File: config.mk
export PLATFORM = sky130hd
export DESIGN_NAME = proximity_dedup_aging_table
export DESIGN_NICKNAME = d
export VERILOG_FILES = /design/src/hw/rtl/pdat_pkg.sv /design/src/hw/rtl/pdat_front.sv /design/src/hw/rtl/pdat_back.sv /design/src/hw/rtl/proximity_dedup_aging_table.sv
export SDC_FILE = /design/constraint.sdc
export NUM_CORES = 2
export LEC_CHECK = 0
export BUFFER_PORTS_ARGS = -buffer_cell sky130_fd_sc_hd__buf_2
export CAP_MARGIN = 20
export CORE_UTILIZATION = 40
export CTS_BUF_LIST = sky130_fd_sc_hd__clkbuf_8 sky130_fd_sc_hd__clkbuf_16
export DETAILED_ROUTE_END_ITERATION = 7
export GPL_ROUTABILITY_DRIVEN = 0
export PLACE_DENSITY = 0.57
export SLEW_MARGIN = 20
export SYNTH_ARGS = -nofsm -noshare
export SYNTH_HDL_FRONTEND = slang
export SYNTH_SLANG_ARGS = --single-unit
File: constraint.sdc
create_clock -name i_clk -period 13.9 [get_ports i_clk]
set_clock_uncertainty 0.2 [all_clocks]
set_input_delay 0.695 -clock i_clk [delete_from_list [all_inputs] [get_ports i_clk]]
set_output_delay 0.695 -clock i_clk [all_outputs]
set_load 0.01 [all_outputs]
File: src/hw/rtl/pdat_pkg.sv
// shared types, codes and constants for the proximity point table
`default_nettype none
package pdat_pkg;

    localparam int PDAT_TABLE_DEPTH = 16;
    localparam int PDAT_QDEPTH      = 2;
    localparam int PDAT_PADDR_W     = 3;
    localparam logic [31:0] PDAT_AGE_THR_RST = 32'd10000;

    // op field codes
    localparam logic [1:0] OP_ADD    = 2'd0;
    localparam logic [1:0] OP_PURGE  = 2'd1;
    localparam logic [1:0] OP_REMOVE = 2'd2;

    // command kinds after classification
    localparam logic [1:0] K_ADD    = 2'd0;
    localparam logic [1:0] K_PURGE  = 2'd1;
    localparam logic [1:0] K_REMOVE = 2'd2;
    localparam logic [1:0] K_NOP    = 2'd3;

    // result status codes
    localparam logic [2:0] ST_ADDED     = 3'd0;
    localparam logic [2:0] ST_EVICT_ADD = 3'd1;
    localparam logic [2:0] ST_DUP       = 3'd2;
    localparam logic [2:0] ST_DONE      = 3'd3;
    localparam logic [2:0] ST_BAD_INDEX = 3'd4;

    // register indexes
    localparam logic REG_AGE_THR = 1'b0;

    typedef struct packed {
        logic [1:0]         kind;
        logic signed [15:0] pos_x;
        logic signed [15:0] pos_y;
        logic [29:0]        r2;
        logic [31:0]        travelled;
        logic [3:0]         slot;
    } t_cmd;

    typedef struct packed {
        logic signed [15:0] x;
        logic signed [15:0] y;
        logic [31:0]        seen;
    } t_entry;

endpackage
`default_nettype wire

File: src/hw/rtl/pdat_front.sv
// front end: command accept, classification and the command queue
`default_nettype none
module pdat_front (
    input  wire logic               i_clk,
    input  wire logic               i_rst_n,
    input  wire logic               i_start,
    input  wire logic [1:0]         i_op,
    input  wire logic signed [15:0] i_pos_x,
    input  wire logic signed [15:0] i_pos_y,
    input  wire logic [14:0]        i_match_radius,
    input  wire logic [31:0]        i_travelled,
    input  wire logic [3:0]         i_slot_index,
    output logic                    o_busy,
    output logic                    o_cmd_valid,
    output pdat_pkg::t_cmd          o_cmd,
    input  wire logic               i_cmd_pop
);
    import pdat_pkg::*;

    localparam int QPW = (PDAT_QDEPTH > 1) ? $clog2(PDAT_QDEPTH) : 1;
    localparam int QCW = $clog2(PDAT_QDEPTH + 1);

    t_cmd           r_q [PDAT_QDEPTH];
    logic [QPW-1:0] r_wr_ptr, n_wr_ptr;
    logic [QPW-1:0] r_rd_ptr, n_rd_ptr;
    logic [QCW-1:0] r_fill, n_fill;
    logic           push;
    t_cmd           cls;

    always_comb begin
        cls.pos_x     = i_pos_x;
        cls.pos_y     = i_pos_y;
        cls.r2        = {15'b0, i_match_radius} * {15'b0, i_match_radius};
        cls.travelled = i_travelled;
        cls.slot      = i_slot_index;
        case (i_op)
            OP_ADD:    cls.kind = K_ADD;
            OP_PURGE:  cls.kind = K_PURGE;
            OP_REMOVE: cls.kind = K_REMOVE;
            default:   cls.kind = K_NOP;
        endcase
    end

    assign o_busy      = (r_fill == QCW'(PDAT_QDEPTH));
    assign push        = i_start && !o_busy;
    assign o_cmd_valid = (r_fill != '0);
    assign o_cmd       = r_q[r_rd_ptr];

    always_comb begin
        n_wr_ptr = r_wr_ptr;
        n_rd_ptr = r_rd_ptr;
        n_fill   = r_fill;
        if (push) begin
            n_wr_ptr = (r_wr_ptr == QPW'(PDAT_QDEPTH - 1)) ? '0 : r_wr_ptr + 1'b1;
        end
        if (i_cmd_pop) begin
            n_rd_ptr = (r_rd_ptr == QPW'(PDAT_QDEPTH - 1)) ? '0 : r_rd_ptr + 1'b1;
        end
        if (push && !i_cmd_pop) begin
            n_fill = r_fill + 1'b1;
        end else if (!push && i_cmd_pop) begin
            n_fill = r_fill - 1'b1;
        end
    end

    always_ff @(posedge i_clk) begin
        if (!i_rst_n) begin
            r_wr_ptr <= '0;
            r_rd_ptr <= '0;
            r_fill   <= '0;
        end else begin
            r_wr_ptr <= n_wr_ptr;
            r_rd_ptr <= n_rd_ptr;
            r_fill   <= n_fill;
        end
    end

    always_ff @(posedge i_clk) begin
        if (push) begin
            r_q[r_wr_ptr] <= cls;
        end
    end

endmodule
`default_nettype wire

File: src/hw/rtl/pdat_back.sv
// back end: point table memory, distance scan, purge and remove sequencer
`default_nettype none
module pdat_back #(
    parameter int TABLE_DEPTH = pdat_pkg::PDAT_TABLE_DEPTH
) (
    input  wire logic        i_clk,
    input  wire logic        i_rst_n,
    input  wire logic [31:0] i_age_thr,
    input  wire logic        i_cmd_valid,
    input  wire pdat_pkg::t_cmd i_cmd,
    output logic             o_cmd_pop,
    output logic             o_result_valid,
    output logic [2:0]       o_status,
    output logic [4:0]       o_entry_count,
    output logic [4:0]       o_removed_count
);
    import pdat_pkg::*;

    localparam int IW = (TABLE_DEPTH > 1) ? $clog2(TABLE_DEPTH) : 1;
    localparam int CW = $clog2(TABLE_DEPTH + 1);
    localparam int SW = (CW > 4) ? CW : 4;

    localparam logic [3:0] S_IDLE = 4'd0;
    localparam logic [3:0] S_EVRD = 4'd1;
    localparam logic [3:0] S_EVWR = 4'd2;
    localparam logic [3:0] S_SCAN = 4'd3;
    localparam logic [3:0] S_RMRD = 4'd4;
    localparam logic [3:0] S_RMWR = 4'd5;
    localparam logic [3:0] S_PRD  = 4'd6;
    localparam logic [3:0] S_PCHK = 4'd7;
    localparam logic [3:0] S_PMV  = 4'd8;

    t_entry r_mem [TABLE_DEPTH];
    t_entry r_rd_data;

    logic [3:0]    r_state, n_state;
    logic [CW-1:0] r_cnt, n_cnt;
    logic [CW-1:0] r_idx, n_idx;
    logic [CW-1:0] r_removed, n_removed;
    logic          r_evicted, n_evicted;
    logic          r_s1v, n_s1v;
    logic          r_s2v, n_s2v;
    t_cmd          r_cmd, n_cmd;
    logic [31:0]   r_sqx, r_sqy;
    logic          r_out_valid;
    logic [2:0]    r_out_status;
    logic [4:0]    r_out_count;
    logic [4:0]    r_out_removed;

    logic [CW-1:0]      last;
    logic [IW-1:0]      rd_addr;
    logic               wr_en;
    logic [IW-1:0]      wr_addr;
    t_entry             wr_data;
    logic               finish;
    logic [2:0]         fin_status;
    logic signed [16:0] dx, dy;
    logic signed [33:0] px2, py2;
    logic [32:0]        d2;
    logic               issue;
    logic               hit;
    logic [31:0]        age;

    assign last = r_cnt - CW'(1);
    assign dx   = {r_rd_data.x[15], r_rd_data.x} - {r_cmd.pos_x[15], r_cmd.pos_x};
    assign dy   = {r_rd_data.y[15], r_rd_data.y} - {r_cmd.pos_y[15], r_cmd.pos_y};
    assign px2  = dx * dx;
    assign py2  = dy * dy;
    assign d2   = {1'b0, r_sqx} + {1'b0, r_sqy};
    assign issue = (r_idx < r_cnt);
    assign hit  = r_s2v && (d2 <= {3'b000, r_cmd.r2});
    assign age  = r_cmd.travelled - r_rd_data.seen;

    always_comb begin
        n_state    = r_state;
        n_cnt      = r_cnt;
        n_idx      = r_idx;
        n_removed  = r_removed;
        n_evicted  = r_evicted;
        n_cmd      = r_cmd;
        n_s1v      = 1'b0;
        n_s2v      = 1'b0;
        rd_addr    = r_idx[IW-1:0];
        wr_en      = 1'b0;
        wr_addr    = r_idx[IW-1:0];
        wr_data    = r_rd_data;
        o_cmd_pop  = 1'b0;
        finish     = 1'b0;
        fin_status = ST_DONE;
        case (r_state)
            S_IDLE: begin
                if (i_cmd_valid) begin
                    o_cmd_pop = 1'b1;
                    n_cmd     = i_cmd;
                    n_removed = '0;
                    n_evicted = 1'b0;
                    n_idx     = '0;
                    case (i_cmd.kind)
                        K_ADD: begin
                            n_state = (r_cnt == CW'(TABLE_DEPTH)) ? S_EVRD : S_SCAN;
                        end
                        K_PURGE: begin
                            n_state = S_PRD;
                        end
                        K_REMOVE: begin
                            if (SW'(i_cmd.slot) < SW'(r_cnt)) begin
                                n_idx   = CW'(i_cmd.slot);
                                n_state = S_RMRD;
                            end else begin
                                finish     = 1'b1;
                                fin_status = ST_BAD_INDEX;
                            end
                        end
                        default: begin
                            finish     = 1'b1;
                            fin_status = ST_DONE;
                        end
                    endcase
                end
            end
            S_EVRD: begin
                rd_addr = last[IW-1:0];
                n_state = S_EVWR;
            end
            S_EVWR: begin
                wr_en     = 1'b1;
                wr_addr   = '0;
                n_cnt     = last;
                n_evicted = 1'b1;
                n_removed = CW'(1);
                n_idx     = '0;
                n_state   = S_SCAN;
            end
            S_SCAN: begin
                if (hit) begin
                    finish     = 1'b1;
                    fin_status = ST_DUP;
                    n_state    = S_IDLE;
                end else if (!issue && !r_s1v && !r_s2v) begin
                    wr_en        = 1'b1;
                    wr_addr      = r_cnt[IW-1:0];
                    wr_data.x    = r_cmd.pos_x;
                    wr_data.y    = r_cmd.pos_y;
                    wr_data.seen = r_cmd.travelled;
                    n_cnt        = r_cnt + CW'(1);
                    finish       = 1'b1;
                    fin_status   = r_evicted ? ST_EVICT_ADD : ST_ADDED;
                    n_state      = S_IDLE;
                end else begin
                    n_idx = issue ? r_idx + CW'(1) : r_idx;
                    n_s1v = issue;
                    n_s2v = r_s1v;
                end
            end
            S_RMRD: begin
                rd_addr = last[IW-1:0];
                n_state = S_RMWR;
            end
            S_RMWR: begin
                wr_en      = 1'b1;
                n_cnt      = last;
                n_removed  = CW'(1);
                finish     = 1'b1;
                fin_status = ST_DONE;
                n_state    = S_IDLE;
            end
            S_PRD: begin
                if (issue) begin
                    n_state = S_PCHK;
                end else begin
                    finish     = 1'b1;
                    fin_status = ST_DONE;
                    n_state    = S_IDLE;
                end
            end
            S_PCHK: begin
                if (age > i_age_thr) begin
                    rd_addr = last[IW-1:0];
                    n_state = S_PMV;
                end else begin
                    n_idx   = r_idx + CW'(1);
                    n_state = S_PRD;
                end
            end
            S_PMV: begin
                wr_en     = 1'b1;
                n_cnt     = last;
                n_removed = r_removed + CW'(1);
                n_state   = S_PRD;
            end
            default: begin
                n_state = S_IDLE;
            end
        endcase
        if (finish) begin
            n_state = S_IDLE;
        end
    end

    always_ff @(posedge i_clk) begin
        if (!i_rst_n) begin
            r_state     <= S_IDLE;
            r_cnt       <= '0;
            r_idx       <= '0;
            r_removed   <= '0;
            r_evicted   <= 1'b0;
            r_s1v       <= 1'b0;
            r_s2v       <= 1'b0;
            r_out_valid <= 1'b0;
        end else begin
            r_state     <= n_state;
            r_cnt       <= n_cnt;
            r_idx       <= n_idx;
            r_removed   <= n_removed;
            r_evicted   <= n_evicted;
            r_s1v       <= n_s1v;
            r_s2v       <= n_s2v;
            r_out_valid <= finish;
        end
    end

    always_ff @(posedge i_clk) begin
        r_cmd <= n_cmd;
        r_sqx <= px2[31:0];
        r_sqy <= py2[31:0];
        if (finish) begin
            r_out_status  <= fin_status;
            r_out_count   <= 5'(n_cnt);
            r_out_removed <= 5'(n_removed);
        end
    end

    always_ff @(posedge i_clk) begin
        if (wr_en) begin
            r_mem[wr_addr] <= wr_data;
        end
        r_rd_data <= r_mem[rd_addr];
    end

    assign o_result_valid  = r_out_valid;
    assign o_status        = r_out_status;
    assign o_entry_count   = r_out_count;
    assign o_removed_count = r_out_removed;

endmodule
`default_nettype wire

File: src/hw/rtl/proximity_dedup_aging_table.sv
// top level: register port, command front end and table back end
//
//   channel   handshake                      payload
//   command   start in, busy out              i_op, i_pos_x, i_pos_y, i_match_radius,
//                                             i_travelled, i_slot_index
//   result    o_result_valid strobe          o_status, o_entry_count, o_removed_count
//   config    psel/penable/pwrite, pready    paddr, pwdata, prdata
//
// add: the command is popped, a full table first evicts in a read and a write step, then the
// scan streams one entry per cycle through a registered read and a registered squaring stage
// purge: each entry is read and its age checked, a dropped entry is replaced by the last one;
// remove: the last entry is read, then written into the removed slot
// a two-entry command queue lets start transfers go in while the table works
// reset clears the entry count, queue and age threshold (10000)
// the result strobe lasts one cycle; the receiver cannot stall it
`default_nettype none
module proximity_dedup_aging_table #(
    parameter int TABLE_DEPTH = pdat_pkg::PDAT_TABLE_DEPTH
) (
    input  wire logic                              i_clk,
    input  wire logic                              i_rst_n,
    input  wire logic                              start,
    output logic                                   busy,
    input  wire logic [1:0]                        i_op,
    input  wire logic signed [15:0]                i_pos_x,
    input  wire logic signed [15:0]                i_pos_y,
    input  wire logic [14:0]                       i_match_radius,
    input  wire logic [31:0]                       i_travelled,
    input  wire logic [3:0]                        i_slot_index,
    output logic                                   o_result_valid,
    output logic [2:0]                             o_status,
    output logic [4:0]                             o_entry_count,
    output logic [4:0]                             o_removed_count,
    input  wire logic                              psel,
    input  wire logic                              penable,
    input  wire logic                              pwrite,
    input  wire logic [pdat_pkg::PDAT_PADDR_W-1:0] paddr,
    input  wire logic [31:0]                       pwdata,
    output logic [31:0]                            prdata,
    output logic                                   pready
);
    import pdat_pkg::*;

    logic [31:0] r_age_thr;
    logic        reg_hit;
    logic        cmd_valid;
    logic        cmd_pop;
    t_cmd        cmd;

    assign pready  = 1'b1;
    assign reg_hit = (paddr[PDAT_PADDR_W-1] == REG_AGE_THR);
    assign prdata  = reg_hit ? r_age_thr : '0;

    always_ff @(posedge i_clk) begin
        if (!i_rst_n) begin
            r_age_thr <= PDAT_AGE_THR_RST;
        end else if (psel && penable && pwrite && pready && reg_hit) begin
            r_age_thr <= pwdata;
        end
    end

    pdat_front u_front (
        .i_clk          (i_clk),
        .i_rst_n        (i_rst_n),
        .i_start        (start),
        .i_op           (i_op),
        .i_pos_x        (i_pos_x),
        .i_pos_y        (i_pos_y),
        .i_match_radius (i_match_radius),
        .i_travelled    (i_travelled),
        .i_slot_index   (i_slot_index),
        .o_busy         (busy),
        .o_cmd_valid    (cmd_valid),
        .o_cmd          (cmd),
        .i_cmd_pop      (cmd_pop)
    );

    pdat_back #(
        .TABLE_DEPTH (TABLE_DEPTH)
    ) u_back (
        .i_clk           (i_clk),
        .i_rst_n         (i_rst_n),
        .i_age_thr       (r_age_thr),
        .i_cmd_valid     (cmd_valid),
        .i_cmd           (cmd),
        .o_cmd_pop       (cmd_pop),
        .o_result_valid  (o_result_valid),
        .o_status        (o_status),
        .o_entry_count   (o_entry_count),
        .o_removed_count (o_removed_count)
    );

endmodule
`default_nettype wire
== After elaboration in Yosys (flattened, before gate mapping) ==
Memories as Yosys holds them, arrays and structs flattened. A register that Yosys moved wholly into a read port is not among the register bits.
Index checks and enable logic that the tools add are counted.
Cells by class
  order comparisons: 4
  add/subtract/negate cells: 12
  shifts and indexed selects: 0
  mux-type cells: 62
  div/mod/pow operators: 0
  bitwise logic cells: 3
  reductions and logical operators: 32
  equality and inequality tests: 22
  multipliers: 3
Operators by type and width (count)
  64-bit two-way mux: 3
  17-bit by 17-bit multiplier with 32-bit output: 2
  5-bit two-way mux: 9
  4-bit two-way mux: 9
  16-bit by 16-bit subtractor with 17-bit output: 2
  32-bit by 32-bit adder with 33-bit output: 1
  33-bit by 30-bit less-or-equal comparator with 1-bit output: 1
  32-bit > comparator: 1
  32-bit two-way mux: 1
  4-bit one-hot mux with 8 select lines: 1
  32-bit subtractor: 1
  15-bit by 15-bit multiplier with 30-bit output: 1
  5-bit one-hot mux with 4 select lines: 1
  1-bit two-way mux: 18
  3-bit two-way mux: 6
  4-bit by 3-bit equality test with 1-bit output (second input constant): 4
  4-bit one-hot mux with 2 select lines: 2
  5-bit by 1-bit adder with 5-bit output (second input constant): 3
  5-bit one-hot mux with 3 select lines: 1
  4-bit one-hot mux with 3 select lines: 1
  5-bit one-hot mux with 2 select lines: 1
  1-bit logical AND: 9
  4-bit by 2-bit equality test with 1-bit output (second input constant): 2
  2-bit inequality test (second input constant): 4
  32 further kinds: 54
Storage, ports and cells
  RAM bits: 1224
  latch bits: 0
  bits in registers: 230
  memory bits (read-only): 0
  memories: 2
  input port bits: 126
Memory list
  u_back.r_mem: words 16, bits a word 64, read ports 1, clocked after memory_dff 1, wr ports 1, line pdat_back.sv:33  | t_entry r_mem [TABLE_DEPTH];
  u_front.r_q: words 2, bits a word 100, read ports 1, clocked after memory_dff 1, wr ports 1, line pdat_front.sv:23  | t_cmd r_q [PDAT_QDEPTH];

== Longest topological paths before layout ==
  depth in word-level cells: 9
  depth in mapped cells: 36
  depth with buffers taken out: 36

== Cells and area by module ==
From an unflattened synthesis, not the netlist that was laid out.
Second synthesis, totals
  cell total of the unflattened synthesis: 7417
  area, all modules: 90314.1 um^2
Modules (own cells, without submodules)
  pdat_back: area an instance 75133.3 um^2, instances 1, cells an instance 6176
  pdat_front: area an instance 13618.1 um^2, instances 1, cells an instance 1064
  proximity_dedup_aging_table: area an instance 1562.7 um^2, instances 1, cells an instance 177

== Worst setup path after synthesis ==
No wires, ideal clock.
  path type: reg-to-reg
  from: register u_back.r_state[2]
  to: register u_front.r_fill[1]
  library setup time: 0.076 ns
  required time: 13.624 ns
  clock period less this slack: 12.080 ns
  cell stages (with the launch flop): 9
  arrival time: 11.805 ns
  path slack: 1.820 ns
  cells stage by stage: dfxtp_1 -> clkbuf_1 -> or2_2 -> nor4_1 -> inv_1 -> ha_1 -> xor2_1 -> or3_1 -> a21boi_0
On the way
  word-level cells in the longest chain between the ends: 5
  elaborated cells between the ends (all ways): 7
  those cells by class: mux (2); reduce/logical (5)
Ends and longest elaborated chain
  from (decl): line pdat_back.sv:36  | logic [3:0] r_state, n_state;
  from (signal assigned): line pdat_back.sv:211  | r_state <= n_state;
  4-bit logical NOT (*): line pdat_back.sv:90  | case (r_state)
  1-bit two-way mux (*): line pdat_back.sv:90
  named net cmd_pop: line proximity_dedup_aging_table.sv:47  | logic cmd_pop;
  1-bit logical NOT: line pdat_front.sv:59  | if (push && !i_cmd_pop) begin
  1-bit logical AND: line pdat_front.sv:59
  2-bit two-way mux / 2-bit nonzero test (equally long branches)
  to (signal assigned): line pdat_front.sv:74  | r_fill <= n_fill;
  to (decl): line pdat_front.sv:26  | logic [QCW-1:0] r_fill, n_fill;
Mark *: on every way through the listed nets, which the timed path passes. The rest lies on a longest branch.
A chain may end at the register's enable or synchronous reset.

== Worst setup path after layout ==
  from: register u_back.r_cmd[82] (netlist bit)
  to: register u_back.r_sqx[28]
On the way
  word-level cells in the longest chain between the ends: 2
Ends and longest elaborated chain
  from (decl): line pdat_back.sv:43  | t_cmd r_cmd, n_cmd;
  from (signal assigned): line pdat_back.sv:223  | r_cmd <= n_cmd;
  16-bit by 16-bit subtractor with 17-bit output: line pdat_back.sv:65  | assign dx = {r_rd_data.x[15], r_rd_data.x} - {r_cmd.pos_x[15], r_cmd.pos_x};
  17-bit by 17-bit multiplier with 32-bit output: line pdat_back.sv:67  | assign px2 = dx * dx;
  named net u_back.px2[28]: line pdat_back.sv:58  | logic signed [33:0] px2, py2;
  to (signal assigned): line pdat_back.sv:224  | r_sqx <= px2[31:0];
  to (decl): line pdat_back.sv:44  | logic [31:0] r_sqx, r_sqy;
The timed path passes the listed nets, and every way through them passes these cells.

==> metrics.md <==
| Metric | Value |
|---|---|
| Status | `complete, no violations` |
| I/O pins | `174` |
| CTS resizes | `0` |
| R2R depth | `30` |
| Congestion Overflow GR | `0` |
| Number of global-route vias before repair | `slightly below 60000` |
| Endpoints failing hold | `0` |
| CP Launch Type | `flip-flop` |
| Post-DP HPWL | `138 mm` |
| Slew margin rel. | `25.9%` |
| Reg2reg start | `u_back.r_cmd[82]$_DFFE_PP_` |
| Die ar. | `221000 µm²` |
| Async set-reset flop share out of synthesis | `0%` |
| Achievable clock frequency | `100 MHz` |
| TritonCTS Buffers | `around 160` |
| Syn_nets | `between 9000 and 10000` |
| Clk_lat worst skew | `0.83 ns` |
| Site Rows | `171` |
| WHS Endpoint | `u_front.r_q[1][98]$_DFFE_PP_` |
| Slowest CP cell | `xnor2_1` |
| Critical path type | `flip-flop to flip-flop` |
| Clk slew on worst S/H paths | `approximately 0.060 ns` |
| Synthesized instance count | `7805` |
| Worst path arrival time | `10.49 ns` |
| Final period utilization | `71.6%` |
| Post-route minimum period | `9.95 ns` |
| Critical path endpoint category | `flip-flop` |
| Starting Density | `between 40% and 50%` |
| Critical Path Fanout Max | `15` |
| Final wirelength | `between 200 and 250 mm` |
| Number of synthesized flops with an enable pin | `between 1000 and 1500` |
| Initial antenna violation count | `5` |
| Yosys cell types | `87` |
| First-pass GRT wire length | `343 mm` |
| Port Buf Inserts | `170` |
| Yosys warning count | `0` |
| Max clock buf depth | `3` |
| Worst-Margin Slew | `1.11 ns` |
| CTS root buffer | `clkbuf_16` |
| Die Wd | `470 µm` |
| Final layout net count | `9261` |
| RSZ-0062 raised after global routing | `no` |
| Share of cells above drive strength 1 | `8.90%` |
| Register bit total from synthesis | `between 1500 and 2000` |
| Initial DRC Count | `around 4800` |
| Final Setup Violations | `0` |
| Cell area after synthesis | `between 80000 and 90000 µm²` |
| R2r setup slk | `3.95 ns` |
| Reg2reg end | `u_back.r_sqx[28]$_DFF_P_` |
| Final ANT Viol Nets | `0` |
| Vias | `57500` |
| Die H | `470 µm` |
| CP max stage delay | `0.58 ns` |
| Worst hold path startpoint | `i_op[0]` |
| CTS tree | `done` |
| Level count of the clock H-tree | `4` |
| Area Growth Syn to Fin | `12.1%` |
| Sequential fraction of the synthesis area | `49.8%` |
| Hold_buf cts | `between 100 and 150` |
| CP dominant cell by count | `fa_1` |
| Core area | `217000 µm²` |
| Syn Area/Cell | `11.2 µm²` |
| Hold Crit Class | `input port to flip-flop` |
| Commonest non-fill, non-tap cells in the layout | `1436 x nand2_1, 1328 x edfxtp_1, 1052 x inv_1` |
| Pins over their slew limit | `0` |
| Setup TNS | `0 ns` |
| Postcts setup bufs | `0` |
| # DRC | `0` |
| Most common cell after layout, fill and taps aside | `nand2_1` |
| Pre-antenna DRT Iters | `5` |
| Critical Path RT | `around 14 ns` |
| Total GRT Usage | `20.0%` |
| Clk sinks | `1514` |
| FILL cells | `about 20000` |
| Most used DFF post-synth | `edfxtp_1` |
| Max Cap Viol | `0` |
| Largest net degree at the start of global routing | `roughly 210` |
| Via density | `around 5.2` |
| Wire per inst | `20.1 µm` |
| Worst hold path stage count | `1` |
-- cell type report --
class,count,area (µm²),area share (%)
clock inverter,125,935,0.952
clock buffer,179,4320,4.40
inverter,995,3730,3.80
sequential,1514,43600,44.4
antenna,2,5.00,0.00510
tap,2854,3570,3.64
multi-input combinational,4966,39000,39.7
timing repair buffer,423,3090,3.14
-- flip-flops by register name (all words and copies together), names as in the netlist, named ones only --
register	flops
u_back.r_mem	1024
u_front.r_q	198
u_back.r_cmd	93
u_back.r_rd_data	64
r_age_thr	32
u_back.r_sqx	31
u_back.r_sqy	31
u_back.o_entry_count	5
u_back.o_removed_count	5
u_back.r_cnt	5
u_back.r_idx	5
u_back.r_removed	5
u_back.r_state	4
u_back.o_status	3
u_front.r_fill	2
u_back.o_result_valid	1
u_back.r_evicted	1
u_back.r_s1v	1
u_back.r_s2v	1
u_front.r_rd_ptr	1
u_front.r_wr_ptr	1
-- logic make-up after synthesis --
group                      after synthesis  share of synthesized area [%]
other                                    1                        0.00428
buffers and inverters                 1325                           6.11
DFF                                   1514                           49.8
and+or+nand+nor                       2962                           15.2
adders and majority gates             1074                           21.0
muxes                                  112                           1.43
xor gates and xnor gates               201                           2.01
AOI/OAI and AO/OA                      616                           4.53
-- how the worst max path moves through the flow --
stage	from	end	slack, ns	cells past startpoint
after floorplan	u_back.r_state[2]$_SDFFE_PP0P_	u_front.r_fill[1]$_SDFFE_PN0P_	1.82	8
after global placement	u_back.r_cmd[83]$_DFFE_PP_	u_back.r_sqx[28]$_DFF_P_	4.12	33
after detailed placement	u_back.r_cmd[83]$_DFFE_PP_	u_back.r_sqx[28]$_DFF_P_	4.05	33
after CTS	u_back.r_cmd[83]$_DFFE_PP_	u_back.r_sqx[28]$_DFF_P_	4.01	33
after global routing	u_back.r_cmd[83]$_DFFE_PP_	u_back.r_sqx[29]$_DFF_P_	3.37	35
final	u_back.r_cmd[82]$_DFFE_PP_	u_back.r_sqx[28]$_DFF_P_	3.95	30
-- metrics by stage --
| stage | area, µm² | setup slack [ns] | utilization [%] | instances | hold WS [ns] |
|---|---|---|---|---|---|
| finish | 98200 | 3.95 | 45.2 | 11100 | 0.0300 |
| global placement | 91900 | 4.12 | 42.3 | 10600 | 0.255 |
| detailed placement | 91900 | 4.05 | 42.3 | 10700 | 0.261 |
| CTS | 98200 | 4.01 | 45.2 | 11100 | 0.0362 |
| global route | 98200 | 3.37 | 45.2 | 11100 | 0.0468 |
| floorplan | 87600 | 1.82 | - | 7805 | 0.243 |
-- synthesized netlist by cell type, types with 148 or more instances --
cell | instances | share of area [%]
o21ai_0 | 148 | 0.85
clkbuf_1 | 171 | 0.73
dfxtp_1 | 186 | 4.3
a21oi_1 | 169 | 0.97
xnor2_1 | 148 | 1.5
nand3_1 | 699 | 4.0
ha_1 | 417 | 6.0
fa_1 | 657 | 15
nand4_1 | 218 | 1.6
nand2_1 | 1437 | 6.2
nor2_1 | 315 | 1.3
edfxtp_1 | 1328 | 46
inv_1 | 986 | 4.2
-- worst max-delay path: cells and delay by family, from the launching register on --
family                   cells  cell delay [ns]
adder cells (fa/ha/maj)      9             3.96
buffers and inverters        5             0.77
AO/OA/AOI/OAI               11             2.81
AND/OR/NAND/NOR              4             1.12
XOR/XNOR                     1             0.58
flip-flops                   1             0.38
-- routing by layer --
metal | wire length [µm] | track usage, % | up-vias
met1 | 101000 | 28.8 | 28900
met3 | 11700 | 2.41 | 293
met5 | 0 | 0 | -
li1 | - | - | 26800
met2 | 104000 | 32.1 | 1451
met4 | 4990 | 5.05 | 0
Power is left out: the tool's default activity adds up to more than one toggle a clock period on the data nets, which glitch-free logic cannot reach.
